### config.mk
export PLATFORM = sky130hd
export DESIGN_NAME = epoch_time_base_keeper_flat
export DESIGN_NICKNAME = d
export VERILOG_FILES = /design/src/hdl/etbk_pkg.sv /design/src/hdl/etbk_if.sv /design/src/hdl/epoch_time_base_keeper.sv /design/src/flat_wrapper.sv
export SDC_FILE = /design/constraint.sdc
export NUM_CORES = 2
export LEC_CHECK = 0
export ABC_CLOCK_PERIOD_IN_PS = 11200
export BUFFER_PORTS_ARGS = -buffer_cell sky130_fd_sc_hd__buf_2
export CORE_ASPECT_RATIO = 1.25
export CORE_MARGIN = 1
export CORE_UTILIZATION = 46
export CTS_CLUSTER_SIZE = 8
export DETAILED_ROUTE_END_ITERATION = 8
export SLEW_MARGIN = 25
export SYNTH_ARGS = -nofsm -noshare
export SYNTH_HDL_FRONTEND = slang
export SYNTH_SLANG_ARGS = --single-unit
### constraint.sdc
create_clock -name clock -period 11.2 [get_ports clock]
set_input_delay 2.24 -clock clock [delete_from_list [all_inputs] [get_ports clock]]
set_output_delay 2.24 -clock clock [all_outputs]
set_load 0.05 [all_outputs]
### src/hdl/etbk_pkg.sv
// shared types, codes and constants of the epoch time base keeper
`default_nettype none
package etbk_pkg;

   localparam int MS_W    = 32;
   localparam int EPOCH_W = 32;
   localparam int MODE_W  = 2;
   localparam int SRC_W   = 2;
   localparam int YEAR_W  = 14;
   localparam int MONTH_W = 4;
   localparam int DAY_W   = 5;
   localparam int HOUR_W  = 5;
   localparam int MIN_W   = 6;
   localparam int SEC_W   = 6;
   localparam int CSR_IDX_W  = 2;
   localparam int CSR_DATA_W = 32;

   // item modes
   localparam logic [MODE_W-1:0] MODE_REPORT = 2'd0;
   localparam logic [MODE_W-1:0] MODE_EPOCH  = 2'd1;
   localparam logic [MODE_W-1:0] MODE_CIVIL  = 2'd2;

   // time sources
   localparam logic [SRC_W-1:0] SOURCE_NONE  = 2'd0;
   localparam logic [SRC_W-1:0] SOURCE_GPS   = 2'd1;
   localparam logic [SRC_W-1:0] SOURCE_MODEM = 2'd2;
   localparam logic [SRC_W-1:0] SOURCE_STALE = 2'd3;

   // register indexes
   localparam logic [CSR_IDX_W-1:0] CSR_FRESH_WINDOW = 2'd0;
   localparam logic [CSR_IDX_W-1:0] CSR_EPOCH_FLOOR  = 2'd1;
   localparam logic [CSR_IDX_W-1:0] CSR_EPOCH_CEIL   = 2'd2;

   localparam logic [31:0] FRESH_WINDOW_RESET = 32'd60000;
   localparam logic [31:0] EPOCH_FLOOR_RESET  = 32'd1704067200;
   localparam logic [31:0] EPOCH_CEIL_RESET   = 32'd2871763200;

   // calendar constants
   localparam logic [31:0] DAYS_PER_ERA   = 32'd146097;
   localparam logic [31:0] EPOCH_DAY_OFS  = 32'd719468;
   localparam logic [31:0] YEARS_PER_ERA  = 32'd400;
   localparam logic [31:0] DAYS_PER_YEAR  = 32'd365;
   localparam logic [31:0] SECS_PER_DAY   = 32'd86400;
   localparam logic [31:0] SECS_PER_HOUR  = 32'd3600;
   localparam logic [31:0] SECS_PER_MIN   = 32'd60;

   // reciprocal multipliers: y/400 = (y*20972)>>23 for y < 2^14,
   // yoe/100 = (yoe*656)>>16 for yoe < 400, x/1000 = (x*0x10624dd3)>>38
   localparam logic [31:0] RECIP_400  = 32'd20972;
   localparam int          SHIFT_400  = 23;
   localparam logic [31:0] RECIP_100  = 32'd656;
   localparam int          SHIFT_100  = 16;
   localparam logic [31:0] RECIP_1000 = 32'h10624dd3;
   localparam int          SHIFT_1000 = 38;

   // day of the march-based year on which a month starts, (153*mp+2)/5
   function automatic logic [8:0] month_start_day(input logic [MONTH_W-1:0] month);
      logic [8:0] d;
      case (month)
         4'd0:    d = 9'd275;
         4'd1:    d = 9'd306;
         4'd2:    d = 9'd337;
         4'd3:    d = 9'd0;
         4'd4:    d = 9'd31;
         4'd5:    d = 9'd61;
         4'd6:    d = 9'd92;
         4'd7:    d = 9'd122;
         4'd8:    d = 9'd153;
         4'd9:    d = 9'd184;
         4'd10:   d = 9'd214;
         4'd11:   d = 9'd245;
         4'd12:   d = 9'd275;
         4'd13:   d = 9'd306;
         4'd14:   d = 9'd337;
         default: d = 9'd367;
      endcase
      return d;
   endfunction

endpackage
`default_nettype wire

### src/hdl/etbk_if.sv
// handshake channels of the epoch time base keeper
`default_nettype none
interface etbk_req_if import etbk_pkg::*; ();
   logic               valid;
   logic               ready;
   logic [MS_W-1:0]    ms_now;
   logic [MODE_W-1:0]  mode;
   logic [SRC_W-1:0]   source_in;
   logic [EPOCH_W-1:0] epoch_value;
   logic [YEAR_W-1:0]  year;
   logic [MONTH_W-1:0] month;
   logic [DAY_W-1:0]   day;
   logic [HOUR_W-1:0]  hour;
   logic [MIN_W-1:0]   minute;
   logic [SEC_W-1:0]   second;

   modport source (output valid, ms_now, mode, source_in, epoch_value, year, month, day,
                   hour, minute, second, input ready);
   modport sink (input valid, ms_now, mode, source_in, epoch_value, year, month, day,
                 hour, minute, second, output ready);
endinterface

interface etbk_rsp_if import etbk_pkg::*; ();
   logic               valid;
   logic               ready;
   logic [EPOCH_W-1:0] epoch_now;
   logic [SRC_W-1:0]   source_out;

   modport source (output valid, epoch_now, source_out, input ready);
   modport sink (input valid, epoch_now, source_out, output ready);
endinterface

interface etbk_csr_if import etbk_pkg::*; ();
   logic                  valid;
   logic                  ready;
   logic [CSR_IDX_W-1:0]  index;
   logic [CSR_DATA_W-1:0] data;

   modport source (output valid, index, data, input ready);
   modport sink (input valid, index, data, output ready);
endinterface
`default_nettype wire

### src/hdl/epoch_time_base_keeper.sv
// epoch time base keeper: civil conversion, note filtering and epoch extrapolation
// a civil note steps through ERA, YOE, C100, DOE, ERAD, DAYS, HOUR, MIN, CHECK, DIV, OUT; an
//   epoch note through CHECK, DIV, OUT; others through DIV, OUT; new items wait for IDLE; the
//   arithmetic steps share one 32x32 multiplier, and a held result stalls the sequencer
// a finished result waits in the output register while the next item is taken
// reset: synchronous, restores register defaults and clears the base (source none)
`default_nettype none
module epoch_time_base_keeper import etbk_pkg::*; (
   input  wire          clock,
   input  wire          reset,
   etbk_req_if.sink     req_bus,
   etbk_rsp_if.source   rsp_bus,
   etbk_csr_if.sink     csr_bus
);

   typedef enum logic [11:0] {
      ST_IDLE  = 12'b0000_0000_0001,
      ST_ERA   = 12'b0000_0000_0010,
      ST_YOE   = 12'b0000_0000_0100,
      ST_C100  = 12'b0000_0000_1000,
      ST_DOE   = 12'b0000_0001_0000,
      ST_ERAD  = 12'b0000_0010_0000,
      ST_DAYS  = 12'b0000_0100_0000,
      ST_HOUR  = 12'b0000_1000_0000,
      ST_MIN   = 12'b0001_0000_0000,
      ST_CHECK = 12'b0010_0000_0000,
      ST_DIV   = 12'b0100_0000_0000,
      ST_OUT   = 12'b1000_0000_0000
   } state_type;

   state_type state_ff, state_in;

   // configuration
   logic [31:0] fresh_window_ff, epoch_floor_ff, epoch_ceil_ff;

   // base
   logic [EPOCH_W-1:0] base_epoch_ff, base_epoch_in;
   logic [MS_W-1:0]    base_ms_ff, base_ms_in;
   logic [SRC_W-1:0]   base_src_ff, base_src_in;

   // latched item
   logic [MS_W-1:0]    ms_ff;
   logic [MODE_W-1:0]  mode_ff;
   logic [SRC_W-1:0]   src_ff;
   logic [EPOCH_W-1:0] epoch_val_ff;
   logic signed [YEAR_W:0] y_ff;
   logic [MONTH_W-1:0] month_ff;
   logic [DAY_W-1:0]   day_ff;
   logic [HOUR_W-1:0]  hour_ff;
   logic [MIN_W-1:0]   min_ff;
   logic [SEC_W-1:0]   sec_ff;

   // working registers
   logic signed [6:0] era_ff, era_in;
   logic [8:0]        yoe_ff, yoe_in;
   logic [1:0]        c100_ff, c100_in;
   logic [31:0]       acc_ff, acc_in;

   // result register
   logic               rsp_valid_ff;
   logic [EPOCH_W-1:0] rsp_epoch_ff, rsp_epoch_in;
   logic [SRC_W-1:0]   rsp_src_ff, rsp_src_in;

   // shared multiplier
   logic [31:0] mul_a, mul_b;
   logic [63:0] prod;

   logic        req_xfer, rsp_xfer, out_go;
   logic        y_dec;
   logic [31:0] era_ext, y_ext, elapsed, note_epoch;
   logic        note_ok;

   assign req_bus.ready = (state_ff == ST_IDLE);
   assign req_xfer      = req_bus.valid && req_bus.ready;
   assign rsp_xfer      = rsp_bus.valid && rsp_bus.ready;
   assign out_go        = (state_ff == ST_OUT) && (!rsp_valid_ff || rsp_bus.ready);

   assign csr_bus.ready      = 1'b1;
   assign rsp_bus.valid      = rsp_valid_ff;
   assign rsp_bus.epoch_now  = rsp_epoch_ff;
   assign rsp_bus.source_out = rsp_src_ff;

   assign y_dec   = (req_bus.month <= MONTH_W'(2));
   assign era_ext = {{25{era_ff[6]}}, era_ff};
   assign y_ext   = {{(32-YEAR_W-1){y_ff[YEAR_W]}}, y_ff};
   assign elapsed = ms_ff - base_ms_ff;
   assign prod    = 64'(mul_a) * 64'(mul_b);

   // operand selection for the shared multiplier
   always_comb begin
      mul_a = '0;
      mul_b = '0;
      unique case (state_ff)
         ST_ERA: begin
            mul_a = 32'(y_ff[YEAR_W-1:0]);
            mul_b = RECIP_400;
         end
         ST_YOE: begin
            mul_a = era_ext;
            mul_b = YEARS_PER_ERA;
         end
         ST_C100: begin
            mul_a = 32'(yoe_ff);
            mul_b = RECIP_100;
         end
         ST_DOE: begin
            mul_a = 32'(yoe_ff);
            mul_b = DAYS_PER_YEAR;
         end
         ST_ERAD: begin
            mul_a = era_ext;
            mul_b = DAYS_PER_ERA;
         end
         ST_DAYS: begin
            mul_a = acc_ff;
            mul_b = SECS_PER_DAY;
         end
         ST_HOUR: begin
            mul_a = 32'(hour_ff);
            mul_b = SECS_PER_HOUR;
         end
         ST_MIN: begin
            mul_a = 32'(min_ff);
            mul_b = SECS_PER_MIN;
         end
         ST_DIV: begin
            mul_a = elapsed;
            mul_b = RECIP_1000;
         end
         ST_IDLE, ST_CHECK, ST_OUT: begin
            mul_a = '0;
            mul_b = '0;
         end
         default: begin
            mul_a = '0;
            mul_b = '0;
         end
      endcase
   end

   // note filter
   always_comb begin
      note_epoch = (mode_ff == MODE_CIVIL) ? acc_ff : epoch_val_ff;
      note_ok    = (mode_ff == MODE_EPOCH || mode_ff == MODE_CIVIL)
                && note_epoch >= epoch_floor_ff && note_epoch <= epoch_ceil_ff
                && (src_ff == SOURCE_GPS || src_ff == SOURCE_MODEM)
                && !(src_ff == SOURCE_MODEM && base_src_ff == SOURCE_GPS
                     && elapsed < fresh_window_ff);
   end

   // sequencer
   always_comb begin
      state_in      = state_ff;
      era_in        = era_ff;
      yoe_in        = yoe_ff;
      c100_in       = c100_ff;
      acc_in        = acc_ff;
      base_epoch_in = base_epoch_ff;
      base_ms_in    = base_ms_ff;
      base_src_in   = base_src_ff;
      rsp_epoch_in  = rsp_epoch_ff;
      rsp_src_in    = rsp_src_ff;
      unique case (state_ff)
         ST_IDLE: begin
            if (req_xfer) begin
               if (req_bus.mode == MODE_CIVIL) begin
                  state_in = ST_ERA;
               end else if (req_bus.mode == MODE_EPOCH) begin
                  state_in = ST_CHECK;
               end else begin
                  state_in = ST_DIV;
               end
            end
         end
         ST_ERA: begin
            // the only negative year is -1, which lies in era -1
            era_in   = y_ff[YEAR_W] ? -7'sd1 : $signed({1'b0, prod[SHIFT_400+5:SHIFT_400]});
            state_in = ST_YOE;
         end
         ST_YOE: begin
            yoe_in   = 9'(y_ext - prod[31:0]);
            state_in = ST_C100;
         end
         ST_C100: begin
            c100_in  = prod[SHIFT_100+1:SHIFT_100];
            state_in = ST_DOE;
         end
         ST_DOE: begin
            acc_in   = prod[31:0] + 32'(yoe_ff[8:2]) - 32'(c100_ff)
                     + 32'(month_start_day(month_ff)) + 32'(day_ff) - 32'd1 - EPOCH_DAY_OFS;
            state_in = ST_ERAD;
         end
         ST_ERAD: begin
            acc_in   = acc_ff + prod[31:0];
            state_in = ST_DAYS;
         end
         ST_DAYS: begin
            acc_in   = prod[31:0];
            state_in = ST_HOUR;
         end
         ST_HOUR: begin
            acc_in   = acc_ff + prod[31:0];
            state_in = ST_MIN;
         end
         ST_MIN: begin
            acc_in   = acc_ff + prod[31:0] + 32'(sec_ff);
            state_in = ST_CHECK;
         end
         ST_CHECK: begin
            if (note_ok) begin
               base_epoch_in = note_epoch;
               base_ms_in    = ms_ff;
               base_src_in   = src_ff;
            end
            state_in = ST_DIV;
         end
         ST_DIV: begin
            acc_in   = 32'(prod[63:SHIFT_1000]);
            state_in = ST_OUT;
         end
         ST_OUT: begin
            if (out_go) begin
               if (base_src_ff == SOURCE_NONE) begin
                  rsp_epoch_in = '0;
                  rsp_src_in   = SOURCE_NONE;
               end else begin
                  rsp_epoch_in = base_epoch_ff + acc_ff;
                  rsp_src_in   = (elapsed < fresh_window_ff) ? base_src_ff : SOURCE_STALE;
               end
               state_in = ST_IDLE;
            end
         end
         default: begin
            state_in = ST_IDLE;
         end
      endcase
   end

   always_ff @(posedge clock) begin
      if (reset) begin
         state_ff        <= ST_IDLE;
         fresh_window_ff <= FRESH_WINDOW_RESET;
         epoch_floor_ff  <= EPOCH_FLOOR_RESET;
         epoch_ceil_ff   <= EPOCH_CEIL_RESET;
         base_epoch_ff   <= '0;
         base_ms_ff      <= '0;
         base_src_ff     <= SOURCE_NONE;
         rsp_valid_ff    <= 1'b0;
      end else begin
         state_ff      <= state_in;
         base_epoch_ff <= base_epoch_in;
         base_ms_ff    <= base_ms_in;
         base_src_ff   <= base_src_in;
         if (out_go) begin
            rsp_valid_ff <= 1'b1;
         end else if (rsp_xfer) begin
            rsp_valid_ff <= 1'b0;
         end
         if (csr_bus.valid && csr_bus.ready) begin
            unique case (csr_bus.index)
               CSR_FRESH_WINDOW: fresh_window_ff <= csr_bus.data;
               CSR_EPOCH_FLOOR:  epoch_floor_ff  <= csr_bus.data;
               CSR_EPOCH_CEIL:   epoch_ceil_ff   <= csr_bus.data;
               default: begin
               end
            endcase
         end
      end
   end

   // payload and working registers
   always_ff @(posedge clock) begin
      if (req_xfer) begin
         ms_ff        <= req_bus.ms_now;
         mode_ff      <= req_bus.mode;
         src_ff       <= req_bus.source_in;
         epoch_val_ff <= req_bus.epoch_value;
         // january and february count with the previous year
         y_ff         <= $signed({1'b0, req_bus.year}) - $signed((YEAR_W+1)'(y_dec));
         month_ff     <= req_bus.month;
         day_ff       <= req_bus.day;
         hour_ff      <= req_bus.hour;
         min_ff       <= req_bus.minute;
         sec_ff       <= req_bus.second;
      end
      era_ff       <= era_in;
      yoe_ff       <= yoe_in;
      c100_ff      <= c100_in;
      acc_ff       <= acc_in;
      rsp_epoch_ff <= rsp_epoch_in;
      rsp_src_ff   <= rsp_src_in;
   end

endmodule
`default_nettype wire
### src/flat_wrapper.sv
// flat-port wrapper written by rule: the top's interface ports become plain ports
module epoch_time_base_keeper_flat import etbk_pkg::*;
  (clock, reset, req_bus_valid, req_bus_ms_now, req_bus_mode, req_bus_source_in, req_bus_epoch_value, req_bus_year, req_bus_month, req_bus_day, req_bus_hour, req_bus_minute, req_bus_second, req_bus_ready, rsp_bus_valid, rsp_bus_epoch_now, rsp_bus_source_out, rsp_bus_ready, csr_bus_valid, csr_bus_index, csr_bus_data, csr_bus_ready);
  etbk_req_if req_bus_i ();
  etbk_rsp_if rsp_bus_i ();
  etbk_csr_if csr_bus_i ();
  input  wire clock;
  input  wire reset;
  input wire logic [$bits(req_bus_i.valid)-1:0] req_bus_valid;
  input wire logic [$bits(req_bus_i.ms_now)-1:0] req_bus_ms_now;
  input wire logic [$bits(req_bus_i.mode)-1:0] req_bus_mode;
  input wire logic [$bits(req_bus_i.source_in)-1:0] req_bus_source_in;
  input wire logic [$bits(req_bus_i.epoch_value)-1:0] req_bus_epoch_value;
  input wire logic [$bits(req_bus_i.year)-1:0] req_bus_year;
  input wire logic [$bits(req_bus_i.month)-1:0] req_bus_month;
  input wire logic [$bits(req_bus_i.day)-1:0] req_bus_day;
  input wire logic [$bits(req_bus_i.hour)-1:0] req_bus_hour;
  input wire logic [$bits(req_bus_i.minute)-1:0] req_bus_minute;
  input wire logic [$bits(req_bus_i.second)-1:0] req_bus_second;
  output wire logic [$bits(req_bus_i.ready)-1:0] req_bus_ready;
  output wire logic [$bits(rsp_bus_i.valid)-1:0] rsp_bus_valid;
  output wire logic [$bits(rsp_bus_i.epoch_now)-1:0] rsp_bus_epoch_now;
  output wire logic [$bits(rsp_bus_i.source_out)-1:0] rsp_bus_source_out;
  input wire logic [$bits(rsp_bus_i.ready)-1:0] rsp_bus_ready;
  input wire logic [$bits(csr_bus_i.valid)-1:0] csr_bus_valid;
  input wire logic [$bits(csr_bus_i.index)-1:0] csr_bus_index;
  input wire logic [$bits(csr_bus_i.data)-1:0] csr_bus_data;
  output wire logic [$bits(csr_bus_i.ready)-1:0] csr_bus_ready;
  assign req_bus_i.valid = req_bus_valid;
  assign req_bus_i.ms_now = req_bus_ms_now;
  assign req_bus_i.mode = req_bus_mode;
  assign req_bus_i.source_in = req_bus_source_in;
  assign req_bus_i.epoch_value = req_bus_epoch_value;
  assign req_bus_i.year = req_bus_year;
  assign req_bus_i.month = req_bus_month;
  assign req_bus_i.day = req_bus_day;
  assign req_bus_i.hour = req_bus_hour;
  assign req_bus_i.minute = req_bus_minute;
  assign req_bus_i.second = req_bus_second;
  assign req_bus_ready = req_bus_i.ready;
  assign rsp_bus_valid = rsp_bus_i.valid;
  assign rsp_bus_epoch_now = rsp_bus_i.epoch_now;
  assign rsp_bus_source_out = rsp_bus_i.source_out;
  assign rsp_bus_i.ready = rsp_bus_ready;
  assign csr_bus_i.valid = csr_bus_valid;
  assign csr_bus_i.index = csr_bus_index;
  assign csr_bus_i.data = csr_bus_data;
  assign csr_bus_ready = csr_bus_i.ready;
  epoch_time_base_keeper u_core (.clock(clock), .reset(reset), .req_bus(req_bus_i), .rsp_bus(rsp_bus_i), .csr_bus(csr_bus_i));
endmodule
# Word-level counts from Yosys, hierarchy flattened

Memory sizes are Yosys's and may differ from the RTL's. A register that Yosys moved wholly into a read port is not among the register bits.
Index checks and enable logic that the tools add are counted.

Register bits after elaboration: 368
ROM bits: 144
Bits of input ports: 147
Output and inout port bits: 37
Logic and storage cells: 108
Memories kept: 1

Memory list:

| memory          | depth | bits a word | rd ports | clocked after Yosys merged registers in | wr ports | line           | RTL |
|---|---|---|---|---|---|---|---|
| (no name shown) | 16    | 9           | 1        | 1                                       | 0        | etbk_pkg.sv:59 | `case (month)` |

$add $sub $neg: 12
Multipliers: 1
Magnitude comparators: 4
Equality and inequality tests: 23
Muxes and demuxes: 15
Reductions and logical operators: 27

Operators by type and width:

| kind                     | number |
|---|---|
| $pmux W29 S9             | 1 |
| $pmux W32 S7             | 1 |
| $pmux W32 S5             | 1 |
| $pmux W12 S12            | 1 |
| $add A32 B32 Y32         | 2 |
| $mul A32 B29 Y61         | 1 |
| $mux W12                 | 3 |
| $add A32 B5 Y32          | 1 |
| $add A32 B6 Y32          | 1 |
| $add A32 B7 Y32          | 1 |
| $add A32 B9 Y32          | 1 |
| $ge A32 B32 Y1           | 1 |
| $le A32 B32 Y1           | 1 |
| $lt A32 B32 Y1           | 1 |
| $mux W32                 | 1 |
| $sub A32 B1 Y32 const B  | 1 |
| $sub A32 B2 Y32          | 1 |
| $sub A32 B20 Y32 const B | 1 |
| $sub A32 B32 Y32         | 1 |
| $sub A14 B1 Y15          | 1 |
| $eq A12 B1 Y1 const B    | 1 |
| $eq A12 B10 Y1 const B   | 1 |
| $eq A12 B11 Y1 const B   | 1 |
| $eq A12 B12 Y1 const B   | 1 |
| 28 further kinds         | 55 |

# Longest topological paths before layout

Word-level depth: 11
Depth in mapped cells: 55

# Least setup slack after synthesis

Ideal clock, no wire load.

Kind: flip-flop to flip-flop
Start: reg u_core.ms_ff[0]
End: reg u_core.acc_ff[31] (data pin)
Data arrival time: 11314 ps
Slack: -373 ps
Stages on the path, launching flop included: 53
Path buffers: 3
Period minus slack after synthesis: 11573 ps
Path through: edfxtp_1 -> inv_1 -> ha_1 -> fa_1 -> nor2b_1 -> o21a_1 -> o21ai_1 -> a21oi_1 -> o31a_1 -> o21a_1 -> o21a_1 -> nor2_1 -> nand2_1 -> inv_1 -> nor4_1 -> nor2_1 -> fa_1 -> fa_1 -> (+17 left out) -> o21ai_0 -> or3_4 -> and2_4 -> buf_6 -> ha_1 -> clkbuf_1 -> nand2_1 -> nor2_1 -> nand3_1 -> a211o_1 -> and2_1 -> o21a_1 -> xor2_1 -> or2_2 -> nor4_2 -> nand4_1 -> xnor2_1 -> a211o_1

Word-level cells in the longest chain between the ends: 10
Elaborated cells between the ends (all ways): 12
Those cells by class: 9 x add/sub; 1 x mul; 2 x mux

RTL lines:

| what                   | line                          | RTL |
|---|---|---|
| from (decl)            | epoch_time_base_keeper.sv:42  | `logic [MS_W-1:0] ms_ff;` |
| from (signal assigned) | epoch_time_base_keeper.sv:274 | `ms_ff <= req_bus.ms_now;` |
| $sub A32 B32 Y32 *     | epoch_time_base_keeper.sv:86  | `assign elapsed = ms_ff - base_ms_ff;` |
| $pmux W32 S7 *         | epoch_time_base_keeper.sv:93  | `unique case (state_ff)` |
| $mul A32 B29 Y61 *     | epoch_time_base_keeper.sv:87  | `assign prod = 64'(mul_a) * 64'(mul_b);` |
| $add A32 B7 Y32        | epoch_time_base_keeper.sv:189 | `acc_in = prod[31:0] + 32'(yoe_ff[8:2]) - 32'(c100_ff)` |
| $sub A32 B2 Y32        | epoch_time_base_keeper.sv:189 |  |
| $add A32 B9 Y32        | epoch_time_base_keeper.sv:190 | `+ 32'(month_start_day(month_ff)) + 32'(day_ff) - 32'd1 - EPOCH_DAY_OFS;` |
| $add A32 B5 Y32        | epoch_time_base_keeper.sv:190 |  |
| $sub A32 B1 Y32        | epoch_time_base_keeper.sv:190 |  |
| $sub A32 B20 Y32       | epoch_time_base_keeper.sv:190 |  |
| $pmux W32 S5 *         | epoch_time_base_keeper.sv:163 | `unique case (state_ff)` |
| net u_core.acc_in[31]  | epoch_time_base_keeper.sv:57  | `logic [31:0] acc_ff, acc_in;` |
| to (signal assigned)   | epoch_time_base_keeper.sv:289 | `acc_ff <= acc_in;` |
| to (decl)              | epoch_time_base_keeper.sv:57  |  |

Mark *: on every way through the listed nets, which the timed path passes. The rest lies on a longest branch.
A chain may end at the register's enable or synchronous reset.

# Final worst setup path

Start: reg u_core.ms_ff[1]
End: reg u_core.acc_ff[31] (data pin)

The elaborated chain is that of the path after synthesis.

==> impl_metrics.toml <==
[die]
rows = 131
core_um2 = 102000
start_util_pct = 46.7
num_io_pins = 184
die_y_um = 362
die_w_um = 290
dieArea_um2 = 105000

[critical_path]
worstSetupPathType = "flip-flop to flip-flop"
required_ps = 11600
critical-path-top-delay-family = "adder cells"
arrival_ps = 11720
cp-startpoint = "u_core.ms_ff[1]"
worstPathMaxFanout = 4
cp_slowest_cell = "fa_2"
crit_cells = 49
r2r_slack_ps = -120
crit_top_cell = "inv_1"
max_stage_delay_ps = 600
r2r_cells = 49
start_kind = "flip-flop"
r2r-end = "u_core.acc_ff[31]"
cp_num_buf_inv = 14
r2r_start = "u_core.ms_ff[1]"
crit_path_end_kind = "flip-flop"
endpoint = "u_core.acc_ff[31]"

[route]
wl_per_cell_um = 22.8
drt_iter0_drc = 3248
routed_via_density = 5.42
totalWireLength_mm = 173
drc = 0
first_pass_iters = 7
final_antenna_net_count = 0
dr_total_vias = 41104

[power_and_ir_drop]
power_frac_seq_pct = 19.9
swShare_pct = 41.4
ir_drop_mv = 0.207
powerDensity_nw_per_um2 = 146
comb_power_share_pct = 62.0
p_leak_nw = 29.8
switching_power_mw = 3.58
intPower_mw = 5.06
clkPwrFrac_pct = 18.1

[cells_and_area]
final_core_util_pct = 57.9
area_growth_pct = 24.0
drive_above_1_share_pct = 22.6
fill_cells = 9219
layout_common_cells = "1052 x inv_1, 756 x buf_4, 613 x ha_1"
num-nets-final = 7539
final_common_cell = "inv_1"

[run]
maxCapViolCount = 0

[logic_synthesis]
synthCells = 5302
synth_top_flop_cell = "edfxtp_1"
syn_area_um2 = 47800
synth_area_leaders = "fa_1 23%, ha_1 17%, edfxtp_1 12%"
synth_edf_count = 193
ys_seq_area_share_pct = 19.8
yosys.cell_types.count = 105
synth_top_cell_area_share_pct = 22.7
ys_ff_latch = 377
yosysWarnings = 0
synth_top_area_cell = "fa_1"
synth-async-reset-ratio_pct = 0
syn-mean-instance-area_um2 = 9.02

[timing]
min_period_over_period_pct = 101
period_minus_slack_ps = 11320
skew_ps = 75.7
layout_setup_ws_ps = -120
hold_viol = 0
slew_headroom_pct = 28.7
rsz0062_at_grt = "true"
setup_viol = 2
fmax_ghz = 0.0883
tightestPinTransition_ps = 1060
drv_slew = 0

[global_route]
grt_usage_pct = 32.9
grt_start_max_net_pins = 80
grt_overflow = 0
grt_pass1_vias = 42372
antenna_found_initial = 7
grt_pass1_wl_mm = 257

[cts]
h-tree-depth = 2
clkTransAtPathRegs_ps = 60
cts_tree = "built"
cts-buffers-inserted = 54
worstSkewPairLatency_ps = 650
clock_path_buffers = 3
cts_root_buf = "clkbuf_16"
cts.sinks = 377
hold_buffers = 0

[place]
dp_hpwl_mm = 146
gp_congestion = 1.03
io_buffer_count = 182
post-place-ws_ps = -627

[run_status]
outcome = "finished, violations left"
violations = "negative setup slack"

[worst_hold_path]
min_path_type = "flip-flop to flip-flop"
synth_stat cells, drive strengths merged, types with 46 or more instances:
cell type,count
clkbuf,131
a21oi,304
fa,543
a21o,136
xnor2,105
nor2,467
inv,1071
edfxtp,193
o21ai,154
nand2,412
and2,46
xor2,82
nand3,61
mux2i,83
ha,638
dfxtp,184
worst min path at each step:
stage	slack (ps)	endpoint	cells after the start	start
global route	460	u_core.epoch_ceil_ff[6]	2	u_core.epoch_ceil_ff[6]
floorplan	430	u_core.fresh_window_ff[0]	2	u_core.fresh_window_ff[0]
detailed placement	450	u_core.epoch_floor_ff[15]	2	u_core.epoch_floor_ff[15]
CTS	450	u_core.epoch_ceil_ff[6]	2	u_core.epoch_ceil_ff[6]
finish	450	u_core.epoch_ceil_ff[6]	2	u_core.epoch_ceil_ff[6]
global placement	440	u_core.epoch_floor_ff[14]	2	u_core.epoch_floor_ff[14]
layer usage:
layer  track usage, %  routed length [um]
met2             57.0               83900
met4             18.0               11200
met3             3.99                9480
met5                0                  30
met1             39.6               68000
what timing repair did:
action / 4_1_cts / 5_1_grt
setup endpoints to repair: 27 / 29
pin swaps: 86 / 94
buffers inserted: 30 / 38
gates resized for setup: 123 / 199
power groups by stage:
stage | clock network (mW) | registers, mW | logic [mW]
floorplan | 0 | 1.70 | 2.72
global placement | 0 | 1.74 | 4.77
detailed placement | 0 | 1.74 | 4.81
CTS | 1.59 | 1.72 | 5.00
global route | 1.64 | 1.72 | 5.80
finish | 1.57 | 1.72 | 5.36
area by class of cell:
cell class                      instances  area [um^2]  area share [%]
Antenna cell                            4         10.0          0.0169
Inverter                             1073         4040            6.81
Clock inverter                          5         80.1           0.135
Clock buffer                           92         1510            2.55
Timing Repair Buffer                  977         7190            12.1
Multi-Input combinational cell       3728        35300            59.6
Sequential cell                       377         9480            16.0
Tap cell                             1330         1660            2.81
cells by family after synthesis:
group | count (synthesis) | synth area share, %
buf+inv | 1232 | 9.76
compound gates | 897 | 12.3
other cells | 2 | 0.0157
simple gates | 1309 | 12.7
flops | 377 | 19.8
mux | 117 | 2.54
xor+xnor | 187 | 3.47
fa+ha+maj | 1181 | 39.4
worst register-to-register path, delay by kind of cell, from the launching register on:
family | cells | cell delay (ps)
DFF | 1 | 380
adders and majority gates | 12 | 5350
and+or+nand+nor | 10 | 1410
buffers and inverters | 14 | 1360
xor gates and xnor gates | 2 | 460
AOI/OAI and AO/OA | 11 | 2130
through the flow:
step | instances | TNS (ps) | instance area [um^2] | hold WS [ps] | total power, mW
after floorplan | 5337 | 0 | 48000 | 434 | 4.43
after global placement | 7415 | -8520 | 55700 | 442 | 6.51
after detailed placement | 7416 | -9680 | 55700 | 446 | 6.55
after CTS | 7543 | -357 | 58100 | 454 | 8.31
after global routing | 7582 | -4060 | 59300 | 464 | 9.16
final | 7586 | -145 | 59300 | 453 | 8.64
(Power assumes the default switching activity.)
